--- config.mk ---
export PLATFORM = sky130hd
export DESIGN_NAME = conv3_col_cell
export DESIGN_NICKNAME = d
export VERILOG_FILES = /design/src/hdl/conv3_pkg.sv /design/src/hdl/conv3_col_cell.sv
export SDC_FILE = /design/constraint.sdc
export NUM_CORES = 2
export LEC_CHECK = 0
export ABC_AREA = 1
export ABC_CLOCK_PERIOD_IN_PS = 13600
export BUFFER_PORTS_ARGS = -buffer_cell sky130_fd_sc_hd__clkbuf_2
export CAP_MARGIN = 30
export CORE_ASPECT_RATIO = 1.25
export CORE_UTILIZATION = 23
export DETAILED_ROUTE_END_ITERATION = 8
export GPL_TIMING_DRIVEN = 0
export PLACE_DENSITY = 0.4
export SKIP_LAST_GASP = 1
export SYNTH_ARGS = -nofsm -noshare
export SYNTH_HDL_FRONTEND = slang
export SYNTH_SLANG_ARGS = --single-unit
--- constraint.sdc ---
create_clock -name clk -period 13.6 [get_ports clk]
set_input_delay 2.72 -clock clk [delete_from_list [all_inputs] [get_ports clk]]
set_output_delay 2.72 -clock clk [all_outputs]
set_load 0.05 [all_outputs]
--- src/hdl/conv3_pkg.sv ---
// ----------------------------------------------------------------------------
// conv3_pkg: shared types and constants for the 3x3 image convolution block
// Pixel and column types, window cell control, result tags and the
// configuration register map.
// ----------------------------------------------------------------------------
package conv3_pkg;

  localparam int DEF_MAX_WIDTH      = 2048;
  localparam int DEF_COEF_FRAC_BITS = 8;

  localparam int CH_W     = 8;
  localparam int NUM_CH   = 4;
  localparam int PIX_W    = CH_W * NUM_CH;
  localparam int COEF_W   = 16;
  // signed 16b coefficient times unsigned 8b channel fits in 24 bits
  localparam int PROD_W   = 24;
  localparam int CSUM_W   = PROD_W + 2;
  localparam int TOT_W    = CSUM_W + 2;

  localparam int WIDTH_W  = 12;
  localparam int HEIGHT_W = 13;
  localparam int CFG_IDX_W  = 3;
  localparam int CFG_DATA_W = 64;

  localparam logic [WIDTH_W-1:0]    WIDTH_RST      = 12'd256;
  localparam logic [HEIGHT_W-1:0]   HEIGHT_RST     = 13'd256;
  localparam logic [CFG_DATA_W-1:0] KERNEL_LOW_RST = 64'd0;
  localparam logic [CFG_DATA_W-1:0] KERNEL_MID_RST = 64'd256;
  localparam logic [COEF_W-1:0]     KERNEL_TOP_RST = 16'd0;

  typedef logic [NUM_CH-1:0][CH_W-1:0]   pixel_t;
  // index 0 is the top row of the column
  typedef pixel_t [2:0]                  column_t;
  typedef logic [2:0][COEF_W-1:0]        coef_col_t;
  typedef logic [NUM_CH-1:0][CSUM_W-1:0] col_sum_t;

  typedef enum logic [1:0] {
    WIN_HOLD,
    WIN_LOAD,
    WIN_SHIFT
  } win_op_t;

  typedef struct packed {
    logic    adv;
    win_op_t op;
  } win_ctl_t;

  typedef struct packed {
    logic valid;
    logic row_end;
    logic frame_end;
  } emit_tag_t;

  typedef enum logic [CFG_IDX_W-1:0] {
    REG_WIDTH      = 3'd0,
    REG_HEIGHT     = 3'd1,
    REG_KERNEL_LOW = 3'd2,
    REG_KERNEL_MID = 3'd3,
    REG_KERNEL_TOP = 3'd4
  } cfg_reg_t;

endpackage

--- src/hdl/conv3_col_cell.sv ---
// ----------------------------------------------------------------------------
// conv3_col_cell: one column of the 3x3 window
// Holds three pixels, passes them to the left neighbor on a shift, and
// forms the weighted column sum per channel over two register stages.
// ----------------------------------------------------------------------------
module conv3_col_cell (
  input  logic                 clk,
  input  logic                 rst,
  input  conv3_pkg::win_ctl_t  ctl,
  input  conv3_pkg::column_t   new_col,
  input  conv3_pkg::column_t   from_right,
  input  conv3_pkg::coef_col_t coefs,
  output conv3_pkg::column_t   col,
  output conv3_pkg::col_sum_t  col_sum
);
  import conv3_pkg::*;

  logic [2:0][NUM_CH-1:0][PROD_W-1:0] prod;
  logic [2:0][NUM_CH-1:0][PROD_W-1:0] prod_next;
  col_sum_t                           col_sum_next;
  logic signed [COEF_W+CH_W:0]        full;

  always_ff @(posedge clk) begin
    if (rst) begin
      col <= '0;
    end else begin
      unique case (ctl.op)
        WIN_LOAD:  col <= new_col;
        WIN_SHIFT: col <= from_right;
        WIN_HOLD:  col <= col;
        default:   col <= col;
      endcase
    end
  end

  always_comb begin
    full = '0;
    for (int r = 0; r < 3; r++) begin
      for (int ch = 0; ch < NUM_CH; ch++) begin
        full = $signed(coefs[r]) * $signed({1'b0, col[r][ch]});
        prod_next[r][ch] = full[PROD_W-1:0];
      end
    end
  end

  always_comb begin
    for (int ch = 0; ch < NUM_CH; ch++) begin
      col_sum_next[ch] = CSUM_W'($signed(prod[0][ch])) + CSUM_W'($signed(prod[1][ch]))
                       + CSUM_W'($signed(prod[2][ch]));
    end
  end

  always_ff @(posedge clk) begin
    if (ctl.adv) begin
      prod    <= prod_next;
      col_sum <= col_sum_next;
    end
  end

endmodule

==> impl_metrics.yaml <==
critical_path:
  cp_cell_sequence: "clkbuf_2 -> clkbuf_1 -> nand2_1 -> fa_1 -> fa_1 -> inv_1 -> fa_1 -> inv_1 -> fa_1 -> inv_1 -> ha_1 -> a21oi_1 -> o21ai_0 -> a21oi_1 -> nand3_1 -> nand2_1"
  r2r-end: "prod[166]$_DFFE_PP_"
  critPathKind: "in -> reg"
  worstPathMaxFanout: 10
  cpMostUsedCell: "fa_1"
  cpMaxStageDelayCell: "fa_1"
  arrival_ns: 8.07
  ff2ff_path_depth: 16
  reg2reg_from: "col[50]$_SDFFE_PP0P_"
  r2r_setup_slack_ns: 7.41
  cp-end-kind: "flip-flop"
  cp.required_ns: 13.98
  start_kind: "primary input"
  slowest_delay_ns: 0.70
die:
  die_area_sq_um: 370500
  die_h_microns: 680.3
  core_area_sq_um: 365500
  die_w_microns: 544.6
  initial_core_util: 0.2316
  rows: 248
  pin_count: 445
sta:
  finalSetupViolCount: 0
  fin_skew_ns: 0.06978
  hold_violations: 0
  tightest_slew_ns: 1.051
  tns_ns: 0
  timing.slew.headroom: 0.2972
  fmax_ghz: 0.1301
  maxSlewViolCount: 0
  rsz0062_at_grt: "no"
  fin_crit_sh: 0.5654
  period_minus_slack_ns: 7.689
synth:
  syn-num-nets: 13388
  ys.flop_type: "edfxtp_1"
  synth_area_per_cell_sq_um: 7.571
  async_flop_share: 0
  syn_area_sq_um: 84660
  yosysTopAreaCell: "fa_1"
  yosysWarnings: 0
  synthTopCellsByArea: "fa_1 (31%), inv_1 (15%), nand2_1 (14%)"
  seq_area_frac_synth: 0.1617
  synth.distinct_cells: 39
  synth_cells: 11182
  synth-edff-count: 392
  synth_top_area_share: 0.3074
  synth-seq-cells: 488
cts:
  postCtsResizedCells: 0
  clk_latency_ns: 0.78
  clock-root-buffer: "clkbuf_16"
  cts_tree: "built"
  cts.sinks: 488
  h-tree-depth: 2
  holdBufCountCts: 0
  numCtsBuffers: 61
  post_cts.repair.setup_buffers: 0
  clockBufferDepth: 3
  path_clk_slew_ns: 0.07
drt:
  drt_iter0_drc: 3700
  dr.pass1.iters: 8
  routedWlPerCell_microns: 19.40
  via_count: 68360
  vias_per_cell: 4.101
  wl_microns: 323300
  drc: 0
  ant_nets: 0
run_status:
  status: "finished, final reports clean"
grt:
  grt_pass1_wl_microns: 472300
  grt_pass1_vias: 70890
  gr-usage-all-layers: 0.1756
  antenna_found_initial: 35
  grt_start_max_net_pins: 110
  grt_overflow: 0
worst_hold_path:
  holdCritStartpoint: "col[20]$_SDFFE_PP0P_"
  min_to: "col[20]$_SDFFE_PP0P_"
  hp-class: "reg -> reg"
  hold-path-cell-count: 5
finish:
  seqCellArea_sq_um: 13690
  area_growth_pct: 12.98
  fin_util: 0.2616
  drive_gt1_frac: 0.06073
  finalNetCount: 13927
  nFillCells: 41029
  multiInputGateArea_sq_um: 56860
placement:
  gp_congestion: 0.9044
  port_buffers: 443
  dp.final_hpwl_microns: 281000
power_and_ir_drop:
  power.density_nw_per_um2: 233.0
  leakagePower_nw: 55.21
  power_mw: 22.29
  ir_worst_vdd_mv: 0.1609
run:
  drv_cap: 0
[registers in the layout, indices dropped and copies added (netlist names)]
| signal | flops |
|---|---|
| col | 96 |
| prod | 288 |
| col_sum | 104 |
[cell type report]
cell class                      instances  share of cell area
Antenna cell                           20           0.0005233
Buffer                                379             0.01596
Clock buffer                           70             0.01676
Clock inverter                         45            0.004867
Inverter                             3352              0.1316
Multi-Input combinational cell       6963              0.5946
Sequential cell                       488              0.1432
Tap cell                             4875             0.06378
Timing Repair Buffer                  476             0.02882
[layer usage]
metal	up-vias	routed length (microns)	global-route usage
li1	33446	-	-
met1	33407	139000	0.2192
met2	1206	160100	0.3124
met3	289	11240	0.01565
met4	12	12870	0.06291
met5	-	74	0
[worst max-delay path: cells and delay by family]
family,cells,cell delay (ns)
compound gates,3,0.95
buf+inv,5,0.90
simple gates,3,0.72
fa+ha+maj,5,2.77
[cells in the mapped netlist (all sizes together) (96+ instances only)]
cell type  number
o21ai         152
fa           1300
nand3         371
xor2          191
inv          3352
nor2          391
a21oi         331
edfxtp        392
nand2        3208
clkbuf        364
mux2           96
dfxtp          96
ha            661
[cell families (layout without fill, tap and decap cells)]
group,after synthesis,count (layout),synth area share
and+or+nand+nor,4132,4132,0.1942
buffers and inverters,3731,4322,0.1665
adders and majority gates,1961,1961,0.4051
AOI/OAI and AO/OA,540,540,0.03361
DFF,488,488,0.1617
xor gates and xnor gates,234,234,0.02421
muxes,96,96,0.01454
other,0,20,0
[cell usage in the layout (no fill, tap or decap), types with 8 or more instances in the layout]
cell type  count
a21o_1        14
a21oi_1      331
and2_1        17
buf_12         9
buf_2          8
buf_8         15
bufinv_16      8
clkbuf_1     363
clkbuf_16     63
clkbuf_2     450
clkinv_1       9
clkinv_2      13
dfxtp_1       96
diode_2       20
edfxtp_1     392
fa_1        1300
ha_1         661
inv_1       3352
mux2_2        56
mux2_4        40
nand2_1     3206
nand3_1      368
nand3b_1      31
nand4_1       72
nor2_1       379
nor2_2        12
nor3_1        24
nor4_1        10
o211ai_1       8
o21a_1        12
o21ai_0      112
o21ai_1       40
o21bai_1      21
xnor2_1       43
xor2_1       191
[worst max-delay path by stage]
stage / start / end / slack, ns / depth (start not counted)
after floorplan: coefs[15] / prod[95]$_DFFE_PP_ / 6.92 / 19
after detailed placement: coefs[31] / prod[166]$_DFFE_PP_ / 5.23 / 17
final: coefs[31] / prod[166]$_DFFE_PP_ / 5.91 / 16
after global routing: coefs[31] / prod[167]$_DFFE_PP_ / 5.87 / 15
after global placement: ctl[2] / col_sum[46]$_DFFE_PP_ / 2.41 / 1
after CTS: coefs[31] / prod[166]$_DFFE_PP_ / 6.05 / 17
[report_power, final]
part / switching (mW) / internal (mW)
combinational: 11.9 / 5.19
sequential: 0.534 / 2.88
clock: 0.774 / 0.996
[per-stage QoR]
stage / hold WS (ns) / area [sq um] / instances / worst slack (ns)
floorplan: 0.6803 / 84660 / 11182 / 6.920
global placement: 0.7254 / 92970 / 16500 / 2.411
detailed placement: 0.6799 / 93510 / 16532 / 5.228
CTS: 0.6938 / 95580 / 16647 / 6.052
global route: 0.7601 / 95610 / 16654 / 5.868
finish: 0.6913 / 95640 / 16668 / 5.911
(Power assumes the default switching activity.)
