$ cat src/hdl/conv3_pkg.sv
// ----------------------------------------------------------------------------
// conv3_pkg: shared types and constants for the 3x3 image convolution block
// Pixel and column types, window cell control, result tags and the
// configuration register map.
// ----------------------------------------------------------------------------
package conv3_pkg;

  localparam int DEF_MAX_WIDTH      = 2048;
  localparam int DEF_COEF_FRAC_BITS = 8;

  localparam int CH_W     = 8;
  localparam int NUM_CH   = 4;
  localparam int PIX_W    = CH_W * NUM_CH;
  localparam int COEF_W   = 16;
  // signed 16b coefficient times unsigned 8b channel fits in 24 bits
  localparam int PROD_W   = 24;
  localparam int CSUM_W   = PROD_W + 2;
  localparam int TOT_W    = CSUM_W + 2;

  localparam int WIDTH_W  = 12;
  localparam int HEIGHT_W = 13;
  localparam int CFG_IDX_W  = 3;
  localparam int CFG_DATA_W = 64;

  localparam logic [WIDTH_W-1:0]    WIDTH_RST      = 12'd256;
  localparam logic [HEIGHT_W-1:0]   HEIGHT_RST     = 13'd256;
  localparam logic [CFG_DATA_W-1:0] KERNEL_LOW_RST = 64'd0;
  localparam logic [CFG_DATA_W-1:0] KERNEL_MID_RST = 64'd256;
  localparam logic [COEF_W-1:0]     KERNEL_TOP_RST = 16'd0;

  typedef logic [NUM_CH-1:0][CH_W-1:0]   pixel_t;
  // index 0 is the top row of the column
  typedef pixel_t [2:0]                  column_t;
  typedef logic [2:0][COEF_W-1:0]        coef_col_t;
  typedef logic [NUM_CH-1:0][CSUM_W-1:0] col_sum_t;

  typedef enum logic [1:0] {
    WIN_HOLD,
    WIN_LOAD,
    WIN_SHIFT
  } win_op_t;

  typedef struct packed {
    logic    adv;
    win_op_t op;
  } win_ctl_t;

  typedef struct packed {
    logic valid;
    logic row_end;
    logic frame_end;
  } emit_tag_t;

  typedef enum logic [CFG_IDX_W-1:0] {
    REG_WIDTH      = 3'd0,
    REG_HEIGHT     = 3'd1,
    REG_KERNEL_LOW = 3'd2,
    REG_KERNEL_MID = 3'd3,
    REG_KERNEL_TOP = 3'd4
  } cfg_reg_t;

endpackage

$ cat src/hdl/conv3_reduce.sv
// ----------------------------------------------------------------------------
// conv3_reduce: final sum, rounding, saturation and output buffering
// Adds the three column sums, rounds off the coefficient fraction, clamps
// to 0..255 and holds the result in an output register backed by a skid
// register.
// ----------------------------------------------------------------------------
module conv3_reduce #(
  parameter int COEF_FRAC_BITS = conv3_pkg::DEF_COEF_FRAC_BITS
) (
  input  logic                      clk,
  input  logic                      rst,
  input  conv3_pkg::col_sum_t [2:0] sums,
  input  conv3_pkg::emit_tag_t      tag,
  output logic                      adv,
  output logic                      out_valid,
  input  logic                      out_stall,
  output conv3_pkg::pixel_t         out_pix,
  output logic                      out_row_end,
  output logic                      out_frame_end
);
  import conv3_pkg::*;

  localparam logic [TOT_W-1:0] ROUND = TOT_W'(1) << (COEF_FRAC_BITS - 1);

  logic [NUM_CH-1:0][TOT_W-1:0] total;
  logic [NUM_CH-1:0][TOT_W-1:0] shifted;
  pixel_t                       res;
  pixel_t                       skid_pix;
  logic                         skid_valid;
  logic                         skid_row_end;
  logic                         skid_frame_end;
  logic                         take;

  always_comb begin
    for (int ch = 0; ch < NUM_CH; ch++) begin
      total[ch] = TOT_W'($signed(sums[0][ch])) + TOT_W'($signed(sums[1][ch]))
                + TOT_W'($signed(sums[2][ch])) + ROUND;
      shifted[ch] = total[ch] >> COEF_FRAC_BITS;
      if (total[ch][TOT_W-1]) begin
        res[ch] = '0;
      end else if (|shifted[ch][TOT_W-1:CH_W]) begin
        res[ch] = '1;
      end else begin
        res[ch] = shifted[ch][CH_W-1:0];
      end
    end
  end

  assign adv  = !skid_valid;
  assign take = out_valid && !out_stall;

  always_ff @(posedge clk) begin
    if (rst) begin
      out_valid  <= 1'b0;
      skid_valid <= 1'b0;
    end else if (tag.valid && adv) begin
      if (!out_valid || take) begin
        out_valid     <= 1'b1;
        out_pix       <= res;
        out_row_end   <= tag.row_end;
        out_frame_end <= tag.frame_end;
      end else begin
        skid_valid     <= 1'b1;
        skid_pix       <= res;
        skid_row_end   <= tag.row_end;
        skid_frame_end <= tag.frame_end;
      end
    end else if (take) begin
      if (skid_valid) begin
        skid_valid    <= 1'b0;
        out_pix       <= skid_pix;
        out_row_end   <= skid_row_end;
        out_frame_end <= skid_frame_end;
      end else begin
        out_valid <= 1'b0;
      end
    end
  end

endmodule

$ cat config.mk
export PLATFORM = sky130hd
export DESIGN_NAME = conv3_reduce
export DESIGN_NICKNAME = d
export VERILOG_FILES = /design/src/hdl/conv3_pkg.sv /design/src/hdl/conv3_reduce.sv
export SDC_FILE = /design/constraint.sdc
export NUM_CORES = 1
export LEC_CHECK = 0
export BUFFER_PORTS_ARGS = -buffer_cell sky130_fd_sc_hd__buf_2
export CORE_ASPECT_RATIO = 0.7
export CORE_MARGIN = 2
export CORE_UTILIZATION = 24
export CTS_CLUSTER_DIAMETER = 40
export DETAILED_ROUTE_END_ITERATION = 12
export GPL_TIMING_DRIVEN = 1
export HOLD_SLACK_MARGIN = 0.02
export PLACE_DENSITY = 0.49
export SLEW_MARGIN = 20
export SYNTH_ARGS = -nofsm -noshare
export SYNTH_HDL_FRONTEND = slang
export SYNTH_SLANG_ARGS = --single-unit
$ cat constraint.sdc
create_clock -name clk -period 5.3 [get_ports clk]
set_input_delay 1.06 -clock clk [delete_from_list [all_inputs] [get_ports clk]]
set_output_delay 1.06 -clock clk [all_outputs]
set_load 0.05 [all_outputs]
==> results.sh <==
export IMPL_status="completed"
export IMPL_maxCapViolations=0
export IMPL_core_area_mm2=0.04952
export IMPL_drt_iter0_drc=429
export IMPL_overflow=0
export IMPL_ys_flop_type="edfxtp_1"
export IMPL_post_cts_buffers=0
export IMPL_area_delta_synth_final_pct=25.99
export IMPL_multi_input_area_mm2=0.008851
export IMPL_start_util_pct=24.44
export IMPL_p_sw_mw=1.964
export IMPL_dp_hpwl_um=28760
export IMPL_cts_hold_buf=0
export IMPL_antenna_found_initial=2
export IMPL_cts_root_buffer="clkbuf_16"
export IMPL_worstPathMaxFanout=15
export IMPL_layout_common_cells="buf_2, inv_1, ha_1"
export IMPL_drive_gt1_share_pct=24.59
export IMPL_routed_wl_um=33240
export IMPL_finalSetupViolations=0
export IMPL_synth_edff_count=68
export IMPL_cts_buffer_depth=2
export IMPL_syn_nets=2000
export IMPL_final_common_cell="buf_2"
export IMPL_relSlewSlack_pct=32.59
export IMPL_ys_ff_latch=70
export IMPL_period_needed_ns=5.020
export IMPL_timing_final_ws_setup_ns=0.2797
export IMPL_io_buffers=353
export IMPL_critPathLaunchType="input pin"
export IMPL_intPower_mw=2.317
export IMPL_layout_nets=2374
export IMPL_dp_slack_ns=-0.1122
export IMPL_firstDrtPassIters=6
export IMPL_num_vias=10990
export IMPL_skew_ns=0.006999
export IMPL_ff_latch_area_mm2=0.002082
export IMPL_gp_congestion=0.8863
export IMPL_cts_clk_slew_worst_paths_ns=0.07
export IMPL_grt_pass1_vias=10660
export IMPL_tightest_slew_ns=0.9857
export IMPL_slew_viol_final=0
export IMPL_vdd_drop_max_mv=0.1135
export IMPL_p_leak_nw=7.839
export IMPL_pwr_share_comb_pct=67.6
export IMPL_die_area_mm2=0.05226
export IMPL_critPathCaptureType="register"
export IMPL_h_tree_depth=3
export IMPL_required_ns=5.37
export IMPL_fp_dieW_um=272.4
export IMPL_nFillCells=5324
export IMPL_grt_max_degree=39
export IMPL_io_pins=354
export IMPL_cts_resized=0
export IMPL_hold_class="register to register"
export IMPL_track_usage_pct=12.43
export IMPL_hold_violations=0
export IMPL_max_freq_mhz=199.2
export IMPL_rsz0062_at_grt="false"
export IMPL_cts_tree="done"
export IMPL_grt_pass1_wl_um=53100
export IMPL_cts_sinks=70
export IMPL_avgViaCountPerCell=4.527
export IMPL_yosysWarnings=0
export IMPL_ys_seq_area_share_pct=17.20
export IMPL_swShare_pct=45.88
export IMPL_powerDensity_mw_per_mm2=280.8
export IMPL_drc=0
export IMPL_arrival_ns=5.09
export IMPL_die_height_um=191.9
export IMPL_wire_per_inst_um=13.69
export IMPL_post_route_period_util_pct=94.72
export IMPL_synth_cell_types=72
export IMPL_async_flop_share_pct=0
export IMPL_cts_made_buffers=9
export IMPL_final_antenna_net_count=0
export IMPL_pwr_share_seq_pct=16.3
export IMPL_rows=68
export IMPL_netlist_area_mm2=0.01210
export IMPL_tns_ns=0
export IMPL_clk_latency_ns=0.34
export IMPL_crit_type="input pin to register"
export IMPL_clockPowerShare_pct=16.1
export IMPL_postSynthCellCount=1382
export IMPL_postSynthAreaPerCell_um2=8.757
[synthesized netlist by cell type (all sizes together) (9+ instances only)]
cell / count / area (µm²)
clkbuf: 19 / 71.32
a21oi: 113 / 576.8
ha: 200 / 2502
o31a: 9 / 78.83
nor3: 20 / 100.1
a211oi: 12 / 102.6
nand2: 74 / 277.8
edfxtp: 68 / 2042
xor2: 23 / 201.4
o21bai: 14 / 116.4
and3: 9 / 56.30
xnor2: 28 / 245.2
a31oi: 28 / 175.2
a41oi: 11 / 96.34
a21o: 41 / 307.8
fa: 100 / 2002
o21ai: 57 / 285.3
o211ai: 10 / 75.07
nor2b: 19 / 118.9
o21a: 19 / 142.6
nand3: 20 / 100.1
inv: 287 / 1077
nor2: 75 / 289.0
nand4: 15 / 93.84
mux2: 11 / 123.9
[final timing paths]
| check | from | end | slack (ns) | cells past startpoint |
|---|---|---|---|---|
| worst min register to register | skid_row_end | out_row_end | 0.53 | 2 |
| worst max-delay path | sums[66] | out_pix[18] | 0.28 | 17 |
| worst max register to register | skid_valid | out_pix[9] | 3.01 | 3 |
| worst min-delay path | skid_row_end | out_row_end | 0.53 | 2 |
[worst max-delay path: stages]
cell and delay (ns):
buf_2 0.08, inv_1 0.05, fa_1 0.54, inv_1 0.05
ha_1 0.30, ha_1 0.35, a21oi_1 0.23, nor2b_1 0.07
a311oi_1 0.41, o21ai_1 0.24, nor2_1 0.16, o2bb2a_4 0.16
or4_1 0.49, or4_4 0.55, nor2_4 0.12, buf_12 0.14
a311oi_1 0.09
[power groups by stage]
stage               combinational (mW)  clock [mW]  sequential (mW)
floorplan                         1.96           0            0.780
global placement                  2.88           0            0.711
detailed placement                2.88           0            0.711
CTS                               2.90       0.717            0.699
global route                      3.26       0.736            0.702
finish                            2.90       0.687            0.698
[final cells by class]
type | count | share of cell area, %
Antenna cell | 2 | 0.03282
Clock buffer | 9 | 1.477
Clock inverter | 7 | 0.6893
Inverter | 287 | 7.065
Multi-Input combinational cell | 998 | 58.05
Sequential cell | 70 | 13.66
Tap cell | 665 | 5.457
Timing Repair Buffer | 390 | 13.57
[through the flow]
step	power [mW]	utilization, %	hold WS (ns)	instance area [µm²]	instances
3_3_place_gp	3.596	30.11	0.4949	14910	2410
3_5_place_dp	3.593	30.11	0.5162	14910	2410
4_1_cts	4.321	30.78	0.5354	15240	2426
5_1_grt	4.702	30.79	0.5635	15250	2428
6_report	4.281	30.79	0.5332	15250	2428
2_1_floorplan	2.741	-	0.4905	12100	1382
[metal layers]
layer	wire, µm	vias to the layer above	track usage [%]
met1	16760	5151	18.13
met2	14370	289	19.37
li1	-	5530	-
met5	0	-	0
met3	1825	22	1.988
met4	286	0	2.282
[flip-flops by register name, summed over array words and instances (netlist names)]
signal and count:
out_row_end 1, skid_valid 1, skid_pix 32, skid_frame_end 1
out_valid 1, out_pix 32, out_frame_end 1, skid_row_end 1
[logic make-up (layout without fill, tap and decap cells)]
kind of cell	Yosys count	count (layout)	synth area share [%]
xor gates and xnor gates	51	51	3.691
and+or+nand+nor	268	268	10.77
buffers and inverters	314	693	9.905
adders and majority gates	300	300	37.22
DFF	70	70	17.20
muxes	18	18	1.603
other	0	2	0
AOI/OAI and AO/OA	361	361	19.60
(Power assumes the default switching activity.)
